File: src/hdl/mfr_pkg.sv
`timescale 1ns / 1ps
package mfr_pkg;
    localparam int REG_WIDTH = 48;
    localparam int ACC_WIDTH = 140;
    localparam int QUO_WIDTH = 136;
    // Fraction bits of a coordinate; dot products and the tolerance registers
    // carry twice this many.
    localparam int FRAC_BITS = 16;

    localparam logic [2:0] OP_POINT     = 3'd0;
    localparam logic [2:0] OP_ANCHOR    = 3'd1;
    localparam logic [2:0] OP_NEIGHBOUR = 3'd2;
    localparam logic [2:0] OP_EDGE_A    = 3'd3;
    localparam logic [2:0] OP_EDGE_B    = 3'd4;
    localparam logic [2:0] OP_WING      = 3'd5;
    localparam logic [2:0] OP_INTERIOR  = 3'd6;
    localparam logic [2:0] OP_NOT_FOUND = 3'd7;

    localparam logic CFG_TOLERANCE = 1'b0;
    localparam logic CFG_MIN_EDGE  = 1'b1;

    localparam logic [REG_WIDTH-1:0] TOL_RESET     = 48'd4295;
    localparam logic [REG_WIDTH-1:0] MIN_EDGE_RESET = 48'd1;

    typedef struct packed {
        logic [2:0]         operation;
        logic signed [31:0] coord_x;
        logic signed [31:0] coord_y;
        logic signed [31:0] coord_z;
        logic               last;
    } in_word_t;

    typedef struct packed {
        logic [0:0]          index;
        logic [REG_WIDTH-1:0] data;
    } cfg_word_t;
endpackage

File: src/hdl/mfr_divider.sv
`timescale 1ns / 1ps
module mfr_divider import mfr_pkg::*; (
    input  logic                        clk,
    input  logic                        rst_n,
    input  logic                        start,
    input  logic [QUO_WIDTH-1:0]        dividend,
    input  logic [QUO_WIDTH-1:0]        divisor,
    output logic                        done,
    output logic [QUO_WIDTH-1:0]        quotient
);
    // Restoring division, one quotient bit per cycle.
    localparam int CW = $clog2(QUO_WIDTH + 1);
    logic [QUO_WIDTH-1:0] quo_reg, quo_next;
    logic [QUO_WIDTH:0]   rem_reg, rem_next;
    logic [QUO_WIDTH-1:0] div_reg, div_next;
    logic [CW-1:0]        cnt_reg, cnt_next;
    logic                 busy_reg, busy_next, done_reg, done_next;
    logic [QUO_WIDTH:0]   shifted, diff;

    always_comb
    begin
        quo_next  = quo_reg;
        rem_next  = rem_reg;
        div_next  = div_reg;
        cnt_next  = cnt_reg;
        busy_next = busy_reg;
        done_next = 1'b0;
        shifted   = {rem_reg[QUO_WIDTH-1:0], quo_reg[QUO_WIDTH-1]};
        diff      = shifted - {1'b0, div_reg};
        if (start)
        begin
            quo_next  = dividend;
            rem_next  = '0;
            div_next  = divisor;
            cnt_next  = CW'(QUO_WIDTH);
            busy_next = 1'b1;
        end
        else if (busy_reg)
        begin
            if (!diff[QUO_WIDTH])
            begin
                rem_next = diff;
                quo_next = {quo_reg[QUO_WIDTH-2:0], 1'b1};
            end
            else
            begin
                rem_next = shifted;
                quo_next = {quo_reg[QUO_WIDTH-2:0], 1'b0};
            end
            cnt_next = cnt_reg - 1'b1;
            if (cnt_reg == CW'(1))
            begin
                busy_next = 1'b0;
                done_next = 1'b1;
            end
        end
    end

    always_ff @(posedge clk or negedge rst_n)
    begin
        if (!rst_n)
        begin
            busy_reg <= 1'b0;
            done_reg <= 1'b0;
            cnt_reg  <= '0;
        end
        else
        begin
            busy_reg <= busy_next;
            done_reg <= done_next;
            cnt_reg  <= cnt_next;
        end
    end

    always_ff @(posedge clk)
    begin
        quo_reg <= quo_next;
        rem_reg <= rem_next;
        div_reg <= div_next;
    end

    assign done     = done_reg;
    assign quotient = quo_reg;
endmodule

File: config.mk
export PLATFORM = sky130hd
export DESIGN_NAME = mfr_divider
export DESIGN_NICKNAME = d
export VERILOG_FILES = /design/src/hdl/mfr_pkg.sv /design/src/hdl/mfr_divider.sv
export SDC_FILE = /design/constraint.sdc
export NUM_CORES = 1
export LEC_CHECK = 0
export ABC_AREA = 1
export BUFFER_PORTS_ARGS = -buffer_cell sky130_fd_sc_hd__buf_4
export CORE_UTILIZATION = 40
export CTS_CLUSTER_SIZE = 28
export DETAILED_ROUTE_END_ITERATION = 8
export PLACE_DENSITY_LB_ADDON = 0.15
export SLEW_MARGIN = 20
export SYNTH_ARGS = -nofsm -noshare
export SYNTH_HDL_FRONTEND = slang
export SYNTH_SLANG_ARGS = --single-unit
File: constraint.sdc
create_clock -name clk -period 10.8 [get_ports clk]
set_clock_uncertainty 0.1 [all_clocks]
set_input_delay 1.08 -clock clk [delete_from_list [all_inputs] [get_ports clk]]
set_output_delay 1.08 -clock clk [all_outputs]
set_load 0.005 [all_outputs]
After elaboration in Yosys (flattened, before gate mapping)
Cells that the tools add are included.
{"block": "op_classes", "reduce_logical": 1, "add_sub_neg": 2, "eq_ne": 1, "muxes": 12}
{"cell": "2-to-1 mux 136 bit", "count": 3}
{"cell": "subtractor 137 x 136 -> 137 bit", "count": 1}
{"cell": "2-to-1 mux 8 bit", "count": 2}
{"cell": "equality test 8 x 1 -> 1 bit (second input constant)", "count": 1}
{"cell": "subtractor 8 x 1 -> 8 bit (second input constant)", "count": 1}
{"cell": "2-to-1 mux 1 bit", "count": 7}
{"cell": "nonzero test 2 bit", "count": 1}
{"block": "word_totals", "input_bits": 275, "elab_cells": 22, "reg_bits": 418, "out_inout_bits": 137}

Logic depth before layout (Yosys ltp)
Gate-level depths: netlist of the first run.
{"block": "logic_depth", "ltp_word": 4, "depth_mapped": 23, "mapped_depth_nobuf": 22}

Worst setup path after synthesis of the first run
OpenSTA, ideal clock, no wires.
{"block": "synth_timing", "path_type": "input-to-reg", "start": "input start", "end": "register quo_reg[0], in the netlist quotient[0], enable pin", "t_arrival_ns": 4.245, "path_slack_ns": 5.966, "path_buffers": 2, "cell_stages": 4, "setup_time_ns": 0.489, "required_time_ns": 10.211, "path_cell_list": "clkbuf_1 -> nor2_1 -> clkbuf_1 -> inv_1"}
{"block": "synth_via", "elab_chain_len": 1}
{"item": "from (decl)", "line_no": "mfr_divider.sv:5", "source": "input logic start,"}
{"item": "nonzero test 2 bit (no line)"}
{"item": "to (signal assigned)", "line_no": "mfr_divider.sv:77", "source": "quo_reg <= quo_next;"}
{"item": "to (decl)", "line_no": "mfr_divider.sv:13", "source": "logic [QUO_WIDTH-1:0] quo_reg, quo_next;"}
Every way passes these cells.
A chain may end at the register's enable or synchronous reset.

Worst setup path in the final report of the first run
{"block": "layout_timing", "start": "register quo_reg[135], in the netlist quotient[135]", "end": "register rem_reg[94]"}
{"block": "layout_via", "elab_chain_len": 2}
{"item": "subtractor 137 x 136 -> 137 bit", "line_no": "mfr_divider.sv:29", "source": "diff = shifted - {1'b0, div_reg};"}
{"item": "2-to-1 mux 136 bit", "line_no": "mfr_divider.sv:40", "source": "if (!diff[QUO_WIDTH])"}
{"item": "to (signal assigned)", "line_no": "mfr_divider.sv:78", "source": "rem_reg <= rem_next;"}
{"item": "to (decl)", "line_no": "mfr_divider.sv:14", "source": "logic [QUO_WIDTH:0] rem_reg, rem_next;"}
Every way passes these cells.

==> results of run 1 <==
per-layer routing:
metal,track usage (%),up-vias,routed length [microns]
met5,0,-,30
met4,13.70,4,5806
met3,5.345,221,9121
met2,51.34,1082,57060
met1,40.83,14510,54030
li1,-,15950,-
layout make-up:
type	count	share of cell area, %
flip-flops and latches	418	30.12
well taps	1040	3.519
inverters	1060	10.78
clock inverters	25	0.7139
diodes	3	0.02030
multi-input cells	3471	42.58
clock buffers	64	3.684
repair buffers	420	8.580
cell families after synthesis:
family,Yosys count,synth area share [%]
AO/OA/AOI/OAI,301,5.012
XOR/XNOR,75,2.096
adder cells (fa/ha/maj),139,5.575
buffers and inverters,1150,14.28
flip-flops,418,35.56
AND/OR/NAND/NOR,2956,37.48
power by group:
group          switching (W)  internal [W]  leakage, nW
registers          0.0000470       0.00181         4.04
logic               0.000305      0.000222         15.6
clock network       0.000730      0.000966        0.792
stage by stage:
| step | instances | area, sq um | setup slack [ns] | hold WS [ns] | total power (W) |
|---|---|---|---|---|---|
| after floorplan | 5039 | 31330 | 5.966 | 0.3488 | 0.002136 |
| after global placement | 6409 | 35350 | 6.336 | 0.3582 | 0.002411 |
| after detailed placement | 6409 | 35350 | 6.248 | 0.3637 | 0.002413 |
| after CTS | 6498 | 36970 | 6.194 | 0.1450 | 0.004122 |
| after global routing | 6501 | 36980 | 5.812 | 0.1565 | 0.004244 |
| final | 6501 | 36980 | 6.198 | 0.1692 | 0.004079 |
worst register-to-register path: stages, from the launching register on:
cell      delay (ns)
edfxtp_1        0.38
inv_1           0.12
ha_1            0.16
inv_1           0.07
fa_1            0.43
nand2_1         0.11
nand2_1         0.06
nand3b_1        0.10
nand2_2         0.10
nand2_1         0.10
nand3_2         0.16
nand2_1         0.12
nand2_2         0.18
nand2_2         0.12
nand2_2         0.07
nand2_2         0.09
nand3_1         0.12
nand2_4         0.76
buf_4           0.75
nand2_1         0.18
nand3_1         0.12
nand2_1         0.06
Yosys cell counts:
cell	instances
or2_2	1
nand3b_1	13
xor2_1	10
dfxtp_1	136
nand4_1	20
nor2_2	12
ha_1	138
and2_1	7
nand2_2	9
edfxtp_1	272
nand3_2	2
o21ai_0	93
buf_6	13
inv_2	17
nand3_1	276
nor3_1	34
and3_1	3
clkinv_1	2
xnor2_1	65
dfrtp_1	10
nand2_1	2222
nor4_4	1
buf_2	3
o21a_1	3
a21oi_1	179
inv_1	1041
nor3_2	1
buf_4	12
a21o_1	2
buf_8	1
o21ai_1	3
clkbuf_1	48
nand2_4	2
o21bai_1	20
buf_1	13
nor4_1	12
o22ai_1	1
fa_1	1
nor2_1	341
worst min path at each step:
stage | end | start | slack [ns] | cells after the start
floorplan | rem_reg[100]$_SDFFE_PP0P_ | rem_reg[100]$_SDFFE_PP0P_ | 0.35 | 2
global placement | rem_reg[90]$_SDFFE_PP0P_ | rem_reg[90]$_SDFFE_PP0P_ | 0.36 | 2
detailed placement | rem_reg[108]$_SDFFE_PP0P_ | rem_reg[108]$_SDFFE_PP0P_ | 0.36 | 2
CTS | cnt_reg[3]$_DFFE_PN0P_ | rst_n | 0.14 | 1
global route | cnt_reg[4]$_DFFE_PN0P_ | rst_n | 0.16 | 1
finish | cnt_reg[2]$_DFFE_PN0P_ | rst_n | 0.17 | 1
==> qor.txt, run 1 <==
DRC viols: 0
worst reg2reg path depth: 21
area growth from synthesis to layout: 18.03%
RR Startpoint: quotient[135]$_DFFE_PP_
clk root buf: clkbuf_16
Top-Level Pins: 412
Max clock buf depth: 3
Reg area: 11140 sq um
Power Density: 110.3 nW/um^2
nets: 5833
min Tclk post-route: 4.602 ns
CP bufs+invs: 3
Yosys reg bits: 418
Die Ht: 281.9 microns
Synth Instances: 5039
VDD IR-drop max: 112.8 uV
pin count of the biggest net entering global routing: 170
CP delay by family, top: simple AND/OR/NAND/NOR gates
Hold WC Path Type: in -> async
Avg Inst Size Synth: 6.218 sq um
MaxCap Viol Count: 0
most frequent cells in the layout: nand2_1, inv_1, buf_4
RSZ-0062 raised after global routing: false
critical path startpoint category: flip-flop
Yosys top cell by area: nand2_1
status: completed
Worst setup startpoint: quotient[135]$_DFFE_PP_
r2r setup slk: 6.20 ns
vias in the first global route: 30620
core area: 77470 sq um
Distinct cells, synth: 39
routability cong.: 1.093
TritonCTS Buffers: 48
reg2reg end: rem_reg[94]$_SDFFE_PP0P_
PortBufs: 411
Fin Setup TNS: 0 ns
first-pass GRT wire length: 186500 microns
Reg clk slew, reported paths: 0.06 ns
full die area: 79450 sq um
net count after synthesis: 5453
Highest Clock Rate: 217.3 MHz
Total GRT Usage: 31.50%
Synth area leaders: nand2_1, edfxtp_1, inv_1
Die W: 281.9 microns
Crit path top cell by count: nand2_1
Least-Margin Pin Slew: 1.144 ns
crit path to: rem_reg[94]$_SDFFE_PP0P_
Clk Latency, worst-skew pair: 0.64 ns
Hold-fix buffers, CTS: 0
Layout Utilization: 47.74%
critical path endpoint category: flip-flop
initial antenna violation count: 6
clk sink count: 418
Worst EP arrival: 4.99 ns
first-pass iteration count of the detailed router: 6
worst rel slew slack: 23.74%
top cell type's share of synthesized area: 26.62%
mapped cell area: 31330 sq um
vias post-DR: 31770
Hold Fails Final Rpt: 0
CP Class: reg -> reg
layout cells sized above 1: 10.04%
routed vias/inst: 4.887
Leakage: 20.42 nW
YS warnings: 0
fill count: 8414
Core Rows: 102
Worst Path Max Fanout: 86
crit path cell chain: inv_1 -> ha_1 -> inv_1 -> fa_1 -> nand2_1 -> nand2_1 -> nand3b_1 -> nand2_2 -> nand2_1 -> nand3_2 -> nand2_1 -> nand2_2 -> nand2_2 -> nand2_2 -> nand2_2 -> nand3_1 -> nand2_4 -> buf_4 -> nand2_1 -> nand3_1 -> nand2_1
Stages on worst setup path: 21
Critical Path RT: 11.19 ns
hpwl dp: 103700 microns
Seq/Total Area, Yosys: 35.56%
multi-input logic area: 15750 sq um
CP max stage delay: 0.76 ns
most common cell after layout, fill and taps aside: nand2_1
Crit-path slowest cell: nand2_4
setup bufs post-CTS: 0
Iter 0 DRT Violations: 2640
DR WL/cell: 19.39 microns
starting density of the core: 40.45%
grt total ovfl: 0
H-tree level count: 2
CTS tree: yes
final number of setup-violating endpoints: 0
DRT Wirelength: 126000 microns
cts repair resizes: 0
Antenna Nets Post-Route: 0
final number of max-transition violations: 0
Final Cycle Share: 42.61%
No activity file was read; power rests on OpenSTA's default activity.
==> run 2, diff against run 1 <==
clock period = 4.8 ns   (was 10.8 ns; I/O delays follow)
==> run 2 against run 1 <==
  * First-iteration DRC count shrank 0.38%
  * Die area is the same
  * Design area grew 4.1%
  * Clock-buffer cell count shrank 4
  * Sequential share of layout area shrank 1.2 points
  * Non-clock buffer count grew 143
  * Sequential power grew 120%
  * Cell count grew 2.2%
  * Maximum frequency grew 22%
  * Sequential cell count is the same
  * Critical path depth shrank 5
  * Critical endpoint is now rem_reg[126]$_SDFFE_PP0P_
  * Largest cell class unchanged
==> qor.txt, run 2 (synthesized netlist as in run 1, its figures left out) <==
status: completed
final setup margin: 1.017 ns
Clk Latency, worst-skew pair: 0.62 ns
DRT Wirelength: 128700 microns
critical path endpoint category: flip-flop
vias post-DR: 32690
starting density of the core: 40.45%
routed vias/inst: 4.919
DRC viols: 0
grt total ovfl: 0
routability cong.: 1.100
hold_sp: dividend[78]
clk root buf: clkbuf_16
worst rel slew slack: 26.36%
Leakage: 21.06 nW
DR WL/cell: 19.37 microns
vias in the first global route: 31250
hpwl dp: 105800 microns
DP Worst Slack: 1.120 ns
H-tree level count: 2
PortBufs: 411
Highest Clock Rate: 264.3 MHz
Power Density: 245.3 nW/um^2
# placed instances: 6416
final number of setup-violating endpoints: 0
Total GRT Usage: 31.89%
switching part of the total: 26.39%
Hold WC Path Type: in -> reg
RSZ-0062 raised after global routing: false
Final Non-Filler Cells: 6646
Die W: 281.9 microns
Core Rows: 102
Antenna Nets Post-Route: 0
first-pass GRT wire length: 188900 microns
final number of max-transition violations: 0
P_int: 0.006952 W
Worst EP arrival: 4.18 ns
min Tclk post-route: 3.783 ns
setup bufs post-CTS: 0
RR Startpoint: div_reg[80]$_DFFE_PP_
first-pass iteration count of the detailed router: 8
Worst Path Max Fanout: 4
Clock Power Share: 42.0%
CTS tree: yes
Worst setup startpoint: div_reg[80]$_DFFE_PP_
Reg power frac: 44.2%
most common cell after layout, fill and taps aside: nand2_1
VDD IR-drop max: 247.5 uV
Die Ht: 281.9 microns
core area: 77470 sq um
Gate power share: 13.8%
Top-Level Pins: 412
initial antenna violation count: 6
clk sink count: 418
Layout Utilization: 49.69%
Fin Setup TNS: 0 ns
Final Cycle Share: 78.81%
Critical Path RT: 5.20 ns
layout cells sized above 1: 9.818%
CP Class: reg -> reg
Total Power: 0.009444 W
TritonCTS Buffers: 49
Iter 0 DRT Violations: 2630
Reg clk slew, reported paths: 0.06 ns
switching power: 0.002492 W
Max clock buf depth: 3
Hold Fails Final Rpt: 0
Least-Margin Pin Slew: 1.093 ns
nets: 5977
pin count of the biggest net entering global routing: 113
full die area: 79450 sq um
area growth from synthesis to layout: 22.85%
MaxCap Viol Count: 0
most frequent cells in the layout: nand2_1, inv_1, buf_4
critical path startpoint category: flip-flop
==> run 2: cell type report <==
class                           instances  area [sq um]
Sequential cell                       418         11140
Inverter                             1060          3986
Fill cell                            8237         38970
Tap cell                             1040          1301
Timing Repair Buffer                  563          4649
Clock buffer                           60          1297
Clock inverter                         30         370.4
Antenna cell                            4         10.01
Multi-Input combinational cell       3471         15740
==> run 2: final timing paths <==
kind	to	slack [ns]	cells past startpoint
setup / recovery	rem_reg[126]$_SDFFE_PP0P_	1.02	16
hold / removal	quotient[78]$_DFFE_PP_	0.04	3
setup reg to reg	rem_reg[126]$_SDFFE_PP0P_	1.02	16
hold reg to reg	rem_reg[32]$_SDFFE_PP0P_	0.37	2
max in group asynchronous	cnt_reg[3]$_DFFE_PN0P_	4.25	2
min in group asynchronous	cnt_reg[1]$_DFFE_PN0P_	0.21	2
==> run 2: routing by layer <==
| metal | wire, microns | GRT usage [%] | vias up |
|---|---|---|---|
| met2 | 57720 | 51.98 | 1130 |
| met1 | 55830 | 41.70 | 15100 |
| met4 | 5837 | 13.25 | 2 |
| li1 | - | - | 16250 |
| met5 | 13 | 0 | - |
| met3 | 9313 | 5.196 | 205 |
==> run 2: power by group through the flow <==
| stage | registers [W] | clock network, W | logic [W] |
|---|---|---|---|
| 2_1_floorplan | 0.00423 | 0 | 0.000577 |
| 3_3_place_gp | 0.00425 | 0 | 0.00121 |
| 3_5_place_dp | 0.00425 | 0 | 0.00121 |
| 4_1_cts | 0.00418 | 0.00404 | 0.00130 |
| 5_1_grt | 0.00420 | 0.00417 | 0.00143 |
| 6_report | 0.00418 | 0.00396 | 0.00130 |
==> run 2: critical path, stage by stage, from the launching register on <==
cell,delay [ns]
edfxtp_1,0.37
inv_1,0.13
ha_1,0.29
nand2_1,0.08
inv_1,0.06
a21oi_1,0.51
o21ai_0,0.53
a21oi_1,0.44
nand2_1,0.15
a21oi_1,0.27
nand2_1,0.09
nand2_1,0.06
nand2_1,0.25
inv_1,0.13
nand2_1,0.06
nand3_1,0.08
nand2_1,0.07
==> run 2: through the flow <==
step,instance area (sq um),hold slack (ns)
2_1_floorplan,31330,0.08441
3_3_place_gp,35450,0.2209
3_5_place_dp,35450,0.2194
4_1_cts,38470,0.001768
5_1_grt,38490,0.03034
6_report,38490,0.04002
==> run 2: timing repair <==
action	4_1_cts	5_1_grt
hold buffers	135	1
resized for setup	0	0
hold endpoints to repair	144	1
